**src/itdf2_pkg.sv**
```systemverilog
// shared constants, payload types and sequencer codes for the transposed df2 iir filter
// no dependencies
package itdf2_pkg;

    localparam int MAX_TAPS   = 8;
    localparam int COEF_W     = 24;
    localparam int SAMPLE_W   = 24;
    localparam int STATE_W    = 48;
    localparam int ORDER_W    = 4;
    localparam int INDEX_W    = 4;
    localparam int PROD_SHIFT = 19;

    localparam int PROD_W = COEF_W + SAMPLE_W;
    localparam int DIFF_W = PROD_W + 1;
    localparam int ACC_W  = STATE_W + 1;
    localparam int K_W    = $clog2(MAX_TAPS + 2);
    localparam int CF_AW  = $clog2(MAX_TAPS + 1);
    localparam int ST_AW  = (MAX_TAPS > 1) ? $clog2(MAX_TAPS) : 1;

    localparam int PADDR_W = 3;
    localparam int PDATA_W = 32;

    localparam logic [PADDR_W-1:0] ADDR_ORDER   = PADDR_W'(0);
    localparam logic [ORDER_W-1:0] ORDER_RESET  = ORDER_W'(2);
    localparam logic [ORDER_W-1:0] ORDER_MIN    = ORDER_W'(1);
    localparam logic [ORDER_W-1:0] ORDER_MAX    = ORDER_W'(MAX_TAPS);
    localparam logic [INDEX_W-1:0] COEF_LAST    = INDEX_W'(MAX_TAPS);
    localparam logic [INDEX_W-1:0] STATE_DEPTH  = INDEX_W'(MAX_TAPS);

    localparam logic signed [SAMPLE_W-1:0] SAMPLE_MAX = {1'b0, {(SAMPLE_W-1){1'b1}}};
    localparam logic signed [SAMPLE_W-1:0] SAMPLE_MIN = {1'b1, {(SAMPLE_W-1){1'b0}}};
    localparam logic signed [STATE_W-1:0]  STATE_MAX  = {1'b0, {(STATE_W-1){1'b1}}};
    localparam logic signed [STATE_W-1:0]  STATE_MIN  = {1'b1, {(STATE_W-1){1'b0}}};

    typedef enum logic [1:0] {
        MODE_SAMPLE = 2'd0,
        MODE_LOAD_B = 2'd1,
        MODE_LOAD_A = 2'd2,
        MODE_LOAD_Z = 2'd3
    } t_mode;

    typedef struct packed {
        t_mode                     mode;
        logic [INDEX_W-1:0]        tap_index;
        logic signed [STATE_W-1:0] load_value;
        logic signed [SAMPLE_W-1:0] sample_in;
    } t_in_item;

    typedef struct packed {
        logic signed [SAMPLE_W-1:0] sample_out;
        logic                       saturated;
    } t_out_item;

    typedef enum logic [2:0] {
        S_IDLE,
        S_YMUL,
        S_YSUM,
        S_TAP,
        S_DONE
    } t_seq_state;

    typedef struct packed {
        logic mul_en;
        logic upper_en;
    } t_mac_ctrl;

endpackage

```
**src/itdf2_mac.sv**
```systemverilog
// shared multiply-accumulate: registered b*x and a*y products, output and state update
// depends on itdf2_pkg
module itdf2_mac (
    input  logic                                  i_clk,
    input  itdf2_pkg::t_mac_ctrl                  i_ctrl,
    input  logic signed [itdf2_pkg::COEF_W-1:0]   i_coef_b,
    input  logic signed [itdf2_pkg::COEF_W-1:0]   i_coef_a,
    input  logic signed [itdf2_pkg::SAMPLE_W-1:0] i_x,
    input  logic signed [itdf2_pkg::SAMPLE_W-1:0] i_y,
    input  logic signed [itdf2_pkg::STATE_W-1:0]  i_upper,
    output logic signed [itdf2_pkg::SAMPLE_W-1:0] o_y,
    output logic                                  o_y_hit,
    output logic signed [itdf2_pkg::STATE_W-1:0]  o_z
);
    import itdf2_pkg::*;

    logic signed [PROD_W-1:0]  r_pb;
    logic signed [PROD_W-1:0]  r_pa;
    logic signed [STATE_W-1:0] r_upper;

    logic signed [ACC_W-1:0]   y_acc;
    logic signed [STATE_W-1:0] y_half;
    logic                      y_ovf;
    logic signed [DIFF_W-1:0]  diff;
    logic signed [DIFF_W-1:0]  diff_sh;
    logic signed [ACC_W-1:0]   z_acc;

    always_ff @(posedge i_clk) begin
        if (i_ctrl.mul_en) begin
            r_pb    <= i_coef_b * i_x;
            r_pa    <= i_coef_a * i_y;
            r_upper <= i_ctrl.upper_en ? i_upper : '0;
        end
    end

    // output sample: floor to 24 fraction bits, add z0, drop one more bit, saturate
    always_comb begin
        y_acc  = ACC_W'(r_pb >>> PROD_SHIFT) + ACC_W'(r_upper);
        y_half = y_acc[ACC_W-1:1];
        y_ovf  = (y_half[STATE_W-1:SAMPLE_W-1] != {(STATE_W-SAMPLE_W+1){y_half[STATE_W-1]}});
        if (y_ovf) begin
            o_y = y_half[STATE_W-1] ? SAMPLE_MIN : SAMPLE_MAX;
        end else begin
            o_y = y_half[SAMPLE_W-1:0];
        end
        o_y_hit = y_ovf;
    end

    // state update: exact difference, floor shift, add upper word, saturate
    always_comb begin
        diff    = DIFF_W'(r_pb) - DIFF_W'(r_pa);
        diff_sh = diff >>> PROD_SHIFT;
        z_acc   = ACC_W'(diff_sh) + ACC_W'(r_upper);
        if (z_acc[ACC_W-1] != z_acc[ACC_W-2]) begin
            o_z = z_acc[ACC_W-1] ? STATE_MIN : STATE_MAX;
        end else begin
            o_z = z_acc[STATE_W-1:0];
        end
    end

endmodule

```
**src/iir_filter_transposed_df2.sv**
```systemverilog
// top level of the transposed df2 iir filter: sequencer, coefficient and state memories
// depends on itdf2_pkg and itdf2_mac
//
// A sample transaction keeps the block from accepting another until it is done: the
// taps are walked one per cycle through the coefficient and state memories, whose
// reads are registered, and the shared multiply-accumulate adds a product register
// and a write-back stage. Load transactions produce no result. The finished sample
// sits in an output register, so the next transaction is accepted while it waits
// to be taken.
// Coefficients are expected already normalized (a0 taken as one).
module iir_filter_transposed_df2 (
    input  logic                               i_clk,
    input  logic                               i_rst_n,
    input  logic                               i_in_valid,
    output logic                               o_in_ready,
    input  itdf2_pkg::t_in_item                i_in_data,
    output logic                               o_out_valid,
    input  logic                               i_out_ready,
    output itdf2_pkg::t_out_item               o_out_data,
    input  logic                               psel,
    input  logic                               penable,
    input  logic                               pwrite,
    input  logic [itdf2_pkg::PADDR_W-1:0]      paddr,
    input  logic [itdf2_pkg::PDATA_W-1:0]      pwdata,
    output logic [itdf2_pkg::PDATA_W-1:0]      prdata,
    output logic                               pready
);
    import itdf2_pkg::*;

    logic [2*COEF_W-1:0]      r_coef_mem  [MAX_TAPS+1];
    logic [STATE_W-1:0]       r_state_mem [MAX_TAPS];
    logic [MAX_TAPS:0]        r_b_vld;
    logic [MAX_TAPS:0]        r_a_vld;
    logic [MAX_TAPS-1:0]      r_z_vld;
    logic [2*COEF_W-1:0]      r_coef_rd;
    logic [STATE_W-1:0]       r_state_rd;
    logic                     r_b_ok;
    logic                     r_a_ok;
    logic                     r_z_ok;

    logic [ORDER_W-1:0]       r_order;
    t_seq_state               r_state;
    t_seq_state               n_state;
    logic [K_W-1:0]           r_rk;
    logic [K_W-1:0]           n_rk;
    logic                     r_q_vld;
    logic                     n_q_vld;
    logic [K_W-1:0]           r_qk;
    logic [K_W-1:0]           n_qk;
    logic                     r_p_vld;
    logic [K_W-1:0]           r_pk;
    logic                     r_out_vld;
    t_out_item                r_out;
    logic signed [SAMPLE_W-1:0] r_x;
    logic [ORDER_W-1:0]       r_n;
    logic signed [SAMPLE_W-1:0] r_y;
    logic                     r_hit;

    logic                     in_acc;
    logic                     cfg_wr;
    logic [ORDER_W-1:0]       cfg_order;
    logic                     load_out;
    logic                     take_y;
    t_mac_ctrl                mac_ctrl;
    logic [CF_AW-1:0]         rd_cf_addr;
    logic [ST_AW-1:0]         rd_st_addr;
    logic [CF_AW-1:0]         ld_cf_addr;
    logic [ST_AW-1:0]         ld_st_addr;
    logic                     ld_b_en;
    logic                     ld_a_en;
    logic                     ld_z_en;
    logic                     tap_wr_en;
    logic [ST_AW-1:0]         tap_wr_addr;
    logic signed [COEF_W-1:0] coef_b;
    logic signed [COEF_W-1:0] coef_a;
    logic signed [STATE_W-1:0] state_q;
    logic signed [SAMPLE_W-1:0] mac_y;
    logic                     mac_y_hit;
    logic signed [STATE_W-1:0] mac_z;

    // configuration port
    assign pready = 1'b1;
    assign cfg_wr = psel && penable && pwrite && (paddr == ADDR_ORDER);
    assign prdata = (paddr == ADDR_ORDER) ? PDATA_W'(r_order) : '0;

    always_comb begin
        cfg_order = pwdata[ORDER_W-1:0];
        if (cfg_order < ORDER_MIN) begin
            cfg_order = ORDER_MIN;
        end else if (cfg_order > ORDER_MAX) begin
            cfg_order = ORDER_MAX;
        end
    end

    always_ff @(posedge i_clk) begin
        if (!i_rst_n) begin
            r_order <= ORDER_RESET;
        end else if (cfg_wr) begin
            r_order <= cfg_order;
        end
    end

    // load decode
    assign in_acc     = i_in_valid && o_in_ready;
    assign ld_cf_addr = i_in_data.tap_index[CF_AW-1:0];
    assign ld_st_addr = i_in_data.tap_index[ST_AW-1:0];
    assign ld_b_en    = in_acc && (i_in_data.mode == MODE_LOAD_B)
                        && (i_in_data.tap_index <= COEF_LAST);
    assign ld_a_en    = in_acc && (i_in_data.mode == MODE_LOAD_A)
                        && (i_in_data.tap_index <= COEF_LAST);
    assign ld_z_en    = in_acc && (i_in_data.mode == MODE_LOAD_Z)
                        && (i_in_data.tap_index < STATE_DEPTH);

    assign tap_wr_en   = r_p_vld;
    assign tap_wr_addr = ST_AW'(r_pk - K_W'(1));
    assign rd_cf_addr  = r_rk[CF_AW-1:0];
    assign rd_st_addr  = r_rk[ST_AW-1:0];

    // memories
    always_ff @(posedge i_clk) begin
        if (ld_b_en) begin
            r_coef_mem[ld_cf_addr][2*COEF_W-1:COEF_W] <= i_in_data.load_value[COEF_W-1:0];
        end
        if (ld_a_en) begin
            r_coef_mem[ld_cf_addr][COEF_W-1:0] <= i_in_data.load_value[COEF_W-1:0];
        end
        r_coef_rd <= r_coef_mem[rd_cf_addr];
    end

    always_ff @(posedge i_clk) begin
        if (tap_wr_en) begin
            r_state_mem[tap_wr_addr] <= mac_z;
        end else if (ld_z_en) begin
            r_state_mem[ld_st_addr] <= i_in_data.load_value;
        end
        r_state_rd <= r_state_mem[rd_st_addr];
    end

    always_ff @(posedge i_clk) begin
        if (!i_rst_n) begin
            r_b_vld <= '0;
            r_a_vld <= '0;
            r_z_vld <= '0;
            r_b_ok  <= 1'b0;
            r_a_ok  <= 1'b0;
            r_z_ok  <= 1'b0;
        end else begin
            if (ld_b_en) begin
                r_b_vld[ld_cf_addr] <= 1'b1;
            end
            if (ld_a_en) begin
                r_a_vld[ld_cf_addr] <= 1'b1;
            end
            if (tap_wr_en) begin
                r_z_vld[tap_wr_addr] <= 1'b1;
            end else if (ld_z_en) begin
                r_z_vld[ld_st_addr] <= 1'b1;
            end
            r_b_ok <= r_b_vld[rd_cf_addr];
            r_a_ok <= r_a_vld[rd_cf_addr];
            r_z_ok <= r_z_vld[rd_st_addr];
        end
    end

    assign coef_b  = r_b_ok ? r_coef_rd[2*COEF_W-1:COEF_W] : '0;
    assign coef_a  = r_a_ok ? r_coef_rd[COEF_W-1:0] : '0;
    assign state_q = r_z_ok ? r_state_rd : '0;

    itdf2_mac u_mac (
        .i_clk    (i_clk),
        .i_ctrl   (mac_ctrl),
        .i_coef_b (coef_b),
        .i_coef_a (coef_a),
        .i_x      (r_x),
        .i_y      (r_y),
        .i_upper  (state_q),
        .o_y      (mac_y),
        .o_y_hit  (mac_y_hit),
        .o_z      (mac_z)
    );

    // sequencer
    always_comb begin
        n_state         = r_state;
        n_rk            = r_rk;
        n_q_vld         = 1'b0;
        n_qk            = r_qk;
        o_in_ready      = 1'b0;
        load_out        = 1'b0;
        take_y          = 1'b0;
        mac_ctrl.mul_en   = r_q_vld;
        mac_ctrl.upper_en = (r_qk < K_W'(r_n));
        unique case (r_state)
            S_IDLE: begin
                o_in_ready = 1'b1;
                n_rk       = '0;
                if (i_in_valid && (i_in_data.mode == MODE_SAMPLE)) begin
                    n_state = S_YMUL;
                end
            end
            S_YMUL: begin
                mac_ctrl.mul_en   = 1'b1;
                mac_ctrl.upper_en = 1'b1;
                n_rk              = K_W'(1);
                n_state           = S_YSUM;
            end
            S_YSUM: begin
                take_y  = 1'b1;
                n_q_vld = 1'b1;
                n_qk    = r_rk;
                n_rk    = r_rk + K_W'(1);
                n_state = S_TAP;
            end
            S_TAP: begin
                if (r_rk <= K_W'(r_n)) begin
                    n_q_vld = 1'b1;
                    n_qk    = r_rk;
                    n_rk    = r_rk + K_W'(1);
                end else if (!r_q_vld) begin
                    n_rk    = '0;
                    n_state = S_DONE;
                end
            end
            S_DONE: begin
                if (!r_out_vld || i_out_ready) begin
                    load_out = 1'b1;
                    n_state  = S_IDLE;
                end
            end
            default: begin
                n_state = S_IDLE;
            end
        endcase
    end

    always_ff @(posedge i_clk) begin
        if (!i_rst_n) begin
            r_state   <= S_IDLE;
            r_rk      <= '0;
            r_q_vld   <= 1'b0;
            r_qk      <= '0;
            r_p_vld   <= 1'b0;
            r_pk      <= '0;
            r_out_vld <= 1'b0;
        end else begin
            r_state <= n_state;
            r_rk    <= n_rk;
            r_q_vld <= n_q_vld;
            r_qk    <= n_qk;
            r_p_vld <= r_q_vld;
            r_pk    <= r_qk;
            if (load_out) begin
                r_out_vld <= 1'b1;
            end else if (i_out_ready) begin
                r_out_vld <= 1'b0;
            end
        end
    end

    always_ff @(posedge i_clk) begin
        if (in_acc && (i_in_data.mode == MODE_SAMPLE)) begin
            r_x <= i_in_data.sample_in;
            r_n <= r_order;
        end
        if (take_y) begin
            r_y   <= mac_y;
            r_hit <= mac_y_hit;
        end
        if (load_out) begin
            r_out.sample_out <= r_y;
            r_out.saturated  <= r_hit;
        end
    end

    assign o_out_valid = r_out_vld;
    assign o_out_data  = r_out;

    // checks
    a_idle_drained: assert property (@(posedge i_clk) disable iff (!i_rst_n)
        (r_state == S_IDLE) |-> (!r_q_vld && !r_p_vld))
        else $error("tap pipeline busy while idle");

    a_no_rw_overlap: assert property (@(posedge i_clk) disable iff (!i_rst_n)
        (r_state == S_TAP && tap_wr_en && r_rk <= K_W'(r_n)) |-> (tap_wr_addr != rd_st_addr))
        else $error("state write collides with state read");

    a_order_range: assert property (@(posedge i_clk) disable iff (!i_rst_n)
        (r_order >= ORDER_MIN) && (r_order <= ORDER_MAX))
        else $error("order register out of range");

    a_out_held: assert property (@(posedge i_clk) disable iff (!i_rst_n)
        (r_out_vld && !i_out_ready) |=> (r_out_vld && $stable(r_out)))
        else $error("pending result overwritten");

    a_tap_bound: assert property (@(posedge i_clk) disable iff (!i_rst_n)
        r_p_vld |-> ((r_pk >= K_W'(1)) && (r_pk <= K_W'(r_n))))
        else $error("state write outside active taps");

endmodule
```
**config.mk**
```make
export PLATFORM = sky130hd
export DESIGN_NAME = iir_filter_transposed_df2
export DESIGN_NICKNAME = d
export VERILOG_FILES = /design/src/itdf2_pkg.sv /design/src/itdf2_mac.sv /design/src/iir_filter_transposed_df2.sv
export SDC_FILE = /design/constraint.sdc
export NUM_CORES = 2
export LEC_CHECK = 0
export ABC_AREA = 1
export BUFFER_PORTS_ARGS = -buffer_cell sky130_fd_sc_hd__buf_4
export CAP_MARGIN = 25
export CORE_AREA = 3 3 633 635
export DETAILED_ROUTE_END_ITERATION = 10
export DIE_AREA = 0 0 636 638
export GPL_ROUTABILITY_DRIVEN = 1
export PLACE_DENSITY_LB_ADDON = 0.25
export RECOVER_POWER = 100
export SYNTH_ARGS = -nofsm -noshare
export SYNTH_HDL_FRONTEND = slang
export SYNTH_HIERARCHICAL = 1
export SYNTH_SLANG_ARGS = --single-unit
export TNS_END_PERCENT = 5
```
**constraint.sdc**
```tcl
create_clock -name i_clk -period 9.41 [get_ports i_clk]
set_input_delay 0.941 -clock i_clk [delete_from_list [all_inputs] [get_ports i_clk]]
set_output_delay 0.941 -clock i_clk [all_outputs]
set_load 0.02 [all_outputs]
```
# Word-level counts from Yosys, hierarchy flattened
# Memories as Yosys holds them, arrays and structs flattened. A register that Yosys moved wholly into a read port is not among the register bits.
# Index checks and enable logic that the tools add are counted.
[classes]
bitwise_logic = 4
magnitude_cmp = 14
muxes = 54
add_sub_neg = 5
mul = 2
eq_ne = 15
n_reduce_logical = 29
[ops]
columns = ["cell", "count"]
rows = [
  ["2-to-1 mux 48 bit", 3],
  ["multiplier 24 x 24 -> 48 bit", 2],
  ["2-to-1 mux 24 bit", 4],
  ["adder 29 x 48 -> 49 bit", 1],
  ["adder 30 x 48 -> 49 bit", 1],
  ["subtractor 48 x 48 -> 49 bit", 1],
  ["OR reduction 48 bit", 1],
  ["2-to-1 mux 4 bit", 6],
  ["!= test 24 bit", 1],
  ["2-to-1 mux 1 bit", 23],
  ["OR 9 bit", 2],
  ["2-to-1 mux 8 bit", 2],
  ["OR 8 bit", 2],
  ["one-hot mux 4 bit (4 select lines)", 1],
  ["logical AND 1 bit", 15],
  ["2-to-1 mux 3 bit", 5],
  ["one-hot mux 3 bit (5 select lines)", 1],
  ["< comparator 3 x 4 -> 1 bit, second input constant", 3],
  ["< comparator 4 x 5 -> 1 bit, second input constant", 2],
  ["!= test 2 bit, second input constant", 5],
  ["binary-select mux 1 bit (select 4 bit)", 2],
  ["one-hot mux 4 bit (2 select lines)", 1],
  ["demux 1 bit (select 3 bit)", 2],
  ["== test 3 x 2 -> 1 bit, second input constant", 2],
  ["other kinds (28)", 35],
]
[totals]
ramBits = 816
output_inout_bits = 60
in_bits = 120
word_cells = 148
ff_bits = 272
memories = 2
[mem_list]
columns = ["name", "words", "width", "rd", "rd_ports_with_merged_regs", "write_ports", "line_no", "rtl"]
rows = [
  ["r_coef_mem", 9, 48, 1, 1, 1, "iir_filter_transposed_df2.sv:30", "logic [2*COEF_W-1:0] r_coef_mem [MAX_TAPS+1];"],
  ["r_state_mem", 8, 48, 1, 1, 1, "iir_filter_transposed_df2.sv:31", "logic [STATE_W-1:0] r_state_mem [MAX_TAPS];"],
]

# Logic depth before layout (Yosys ltp)
[depth]
ltp_word = 10
mapped_depth = 35
ltp_nobuf = 35

# Modules after synthesis
# Netlist, hierarchy kept.
[by_module_without_submodules]
columns = ["module", "instances", "seq_area_each_um2", "cells_each", "area_per_inst_um2"]
rows = [
  ["itdf2_mac", 1, 4324.1, 7703, 58813.9],
  ["iir_filter_transposed_df2", 1, 29768.6, 3218, 39809.4],
]

# Least setup slack after synthesis
# No wires, ideal clock.
[synth_timing]
path_kind = "flip-flop to flip-flop"
startpoint = "register r_a_ok"
endpoint = "register u_mac.r_pa[47], data pin"
required_ps = 9148
slack_ps = 2638
setup_ps = 262
path_stages_with_launch = 24
arrival_time_ps = 6510
synth_period_minus_slack_ps = 6772
path_buffers = 1
path_cell_list = "dfxtp_1 nand2_1 inv_1 clkbuf_1 nand2_1 inv_1 fa_1 fa_1 inv_1 fa_1 inv_1 fa_1 fa_1 fa_1 fa_1 ha_1 nand2_1 nor2_1 inv_1 nor4_1 o21ai_0 nand3_1 a21oi_1 xor2_1"
[synth_between]
elab_chain_len = 2
[synth_lines]
columns = ["item", "line_no", "rtl"]
rows = [
  ["from (decl)", "iir_filter_transposed_df2.sv:38", "logic r_a_ok;"],
  ["from (signal assigned)", "iir_filter_transposed_df2.sv:160", "r_a_ok <= r_a_vld[rd_cf_addr];"],
  ["2-to-1 mux 24 bit", "iir_filter_transposed_df2.sv:166", "assign coef_a = r_a_ok ? r_coef_rd[COEF_W-1:0] : '0;"],
  ["via coef_a[23]", "iir_filter_transposed_df2.sv:75", "logic signed [COEF_W-1:0] coef_a;"],
  ["multiplier 24 x 24 -> 48 bit", "itdf2_mac.sv:31", "r_pa <= i_coef_a * i_y;"],
  ["to (signal assigned)", "itdf2_mac.sv:31", ""],
  ["to (decl)", "itdf2_mac.sv:18", "logic signed [PROD_W-1:0] r_pa;"],
]
# The timed path passes the listed nets, and every way through them passes these cells.
# A chain may end at the register's enable or synchronous reset.

# Worst setup path after layout
[layout_timing]
startpoint = "register r_y[7]"
endpoint = "register u_mac.r_pa[47], data pin"
[layout_between]
elab_chain_len = 1
[layout_lines]
columns = ["item", "line_no", "rtl"]
rows = [
  ["from (decl)", "iir_filter_transposed_df2.sv:56", "logic signed [SAMPLE_W-1:0] r_y;"],
  ["from (signal assigned)", "iir_filter_transposed_df2.sv:266", "r_y <= mac_y;"],
  ["multiplier 24 x 24 -> 48 bit", "itdf2_mac.sv:31", ""],
]
# Every way passes these cells.

==> metrics.txt <==
status finished, violations left; failing checks max-capacitance violations, max-slew violations; wire per inst 18.5 um; drt drc 0; Mean Syn Cell Area 9.03 um^2; CTS tree yes; Clock transition at path regs 60 ps; maximum capacitance violations 47; Initial DRC Count 4,420; Resize count post-CTS 0; final hold vios 0; CP Max Fanout 23; min-delay worst type primary input to flop; Buf+Inv Stages, Crit Path 5; fmax 0.119 GHz; VDD IR max 0.514 mV; most numerous cell in the Yosys netlist nand2_1; Sum Neg Setup Slack 0 ps; crit path DAT 8930 ps; # IOs 180; share of layout cells above drive strength 1 4.02%; Final min period 8370 ps; Setup violations, final 0; post-synthesis register bit count 1,184; worst relative slew slack -189%; CP startpoint kind flop; sequential cell area fraction in the yosys report 34.6%; hpwl dp 225 mm; post-route cell area 0.110 mm^2; IO Port Bufs 122; number of detailed-route iterations in the first pass 5; clk_lat worst skew 850 ps; EDFF count, synth 1,038; Die Span Y 638 um; die area 0.406 mm^2; largest net degree at the start of global routing 119; Crit. End Element flop; max incr delay on CP 1380 ps; nets@finish 12,700; CTS sink cnt 1,184; synth warn 6; Slew Limit Fails 1,616; via count 70,700; CP most frequent cell fa_1; clk_skew 72.6 ps; postcts setup bufs 0; root cell of the clock tree clkbuf_16; Commonest cells post-synth nand2_1, inv_1, fa_1; vias in the first global route 73,700; CTS H-tree lvls 4; area leader, netlist edfxtp_1; Async SR Flop Fraction 0%; initial antenna violation count 20; period utilisation layout 89.0%; Routed WL 301 mm; cell count after synthesis 10,900; critical path cell sequence clkbuf_1 -> nand2_1 -> inv_1 -> fa_1 -> inv_1 -> fa_1 -> fa_1 -> inv_1 -> fa_1 -> fa_1 -> fa_1 -> fa_1 -> ha_1 -> nand2_1 -> nor2_1 -> inv_1 -> nor4_1 -> nand4_1 -> nand3_1 -> a21oi_1 -> xor2_1; pwr dens 359 mW/mm^2; dpl cell area 0.106 mm^2; Yosys top cell area share 31.6%; area delta synth->final 11.3%; crit path kind flop to flop; Initial Utilization 24.9%; synthesized area 0.0986 mm^2; first-pass GRT wire length 462 mm; RSZ-0062 raised after global routing false; WP data required 9960 ps; CP top delay family adder cells; Distinct cells, synth 60; Avg Vias per Cell 4.33; core area 0.396 mm^2; Pleak 52.3 nW; cts hold-fix bufs 0; top_reg_cell synth edfxtp_1; GPL Wtd Cong 0.895; CTS buffer count 144; clk buf depth 4; CP max-delay cell clkbuf_1; total track usage 14.8%; top cells by area, synth edfxtp_1, fa_1, nand2_1, inv_1, ha_1; die span in x 636 um; total congestion overflow 0; Antenna Nets Post-Route 0; Cell Rows 231; worst slew pin tran 4330 ps
==> worst reg2reg max path: stages (launching register included) <==
cell      delay, ps
edfxtp_1        500
clkbuf_1       1380
nand2_1         170
inv_1           180
fa_1            460
inv_1           200
fa_1            490
fa_1            520
inv_1           420
fa_1            540
fa_1            570
fa_1            440
fa_1            480
ha_1            430
nand2_1         100
nor2_1          150
inv_1            80
nor4_1          390
nand4_1         140
nand3_1         190
a21oi_1         130
xor2_1          160
==> final cells by class <==
class	count	area (um^2)
sequential	1184	34100
clock inverter	67	572
tap	5242	6560
timing repair buffer	291	1920
antenna	12	30.0
inverter	2471	9290
multi-input combinational	6863	53400
fill	42300	286000
clock buffer	192	3930
==> routing by layer <==
metal | GRT usage, % | share of wire [%] | vias to the layer above
met5 | 0 | 0.029 | -
met4 | 3.68 | 2.5 | 12
met3 | 1.41 | 3.8 | 305
met2 | 24.8 | 47 | 1315
met1 | 20.6 | 47 | 35400
li1 | - | - | 33700
==> sequential cells by signal, summed over array words and instances, names as in the netlist, 25 cells and up <==
signal	count
r_coef_mem	432
o_out_data	25
r_state_mem	384
r_coef_rd	48
u_mac/r_pb	48
r_state_rd	48
u_mac/r_pa	48
u_mac/r_upper	48
==> through the flow <==
step           instances  hold slack [ps]  total power (W)  utilization, %  setup WS (ps)
5_1_grt            16300              300           0.0426            27.7            521
3_3_place_gp       16000              419           0.0355            26.7           1340
6_report           16300              343           0.0394            27.7           1040
4_1_cts            16300              235           0.0410            27.9           1240
2_1_floorplan      10900              400           0.0270               -           2640
3_5_place_dp       16000              421           0.0353            26.8           1250
==> cell usage in the layout, fill, tap and decap left out, types with 39 or more instances in the layout <==
cell and instances:
a21oi_1 327, a31oi_1 39, buf_4 145, clkbuf_1 152, clkbuf_16 145, dfxtp_1 142
edfxtp_1 1038, fa_1 1216, ha_1 419, inv_1 2454, nand2_1 2507, nand3_1 215
nor2_1 826, o211ai_1 54, o21ai_0 589, o221ai_1 64, o22ai_1 104, xnor2_1 79
xor2_1 134
==> report_power, final <==
group / leakage, nW / internal (W) / switching, W
Clock: 2.19 / 0.00311 / 0.00228
Combinational: 39.5 / 0.00718 / 0.0167
Sequential: 10.6 / 0.00968 / 0.000487
==> final timing paths <==
| path | slack, ps | to | start | cells past startpoint |
|---|---|---|---|---|
| setup / recovery | 1040 | u_mac/r_pa[47]$_DFFE_PP_ | r_y[7]$_DFFE_PP_ | 21 |
| hold / removal | 340 | r_x[16]$_DFFE_PP_ | i_in_data[16] | 1 |
| setup reg to reg | 1040 | u_mac/r_pa[47]$_DFFE_PP_ | r_y[7]$_DFFE_PP_ | 21 |
| hold reg to reg | 430 | o_out_data[0]$_DFFE_PP_ | r_hit$_DFFE_PP_ | 0 |
==> kinds of logic after synthesis <==
kind of cell / count (synthesis) / share of synthesized area [%]
other: 2 / 0.00761
xor gates and xnor gates: 213 / 1.89
AOI/OAI and AO/OA: 1285 / 7.37
buffers and inverters: 2901 / 11.3
DFF: 1184 / 34.6
adders and majority gates: 1635 / 30.0
and+or+nand+nor: 3701 / 14.8
No activity file was read; power rests on OpenSTA's default activity.
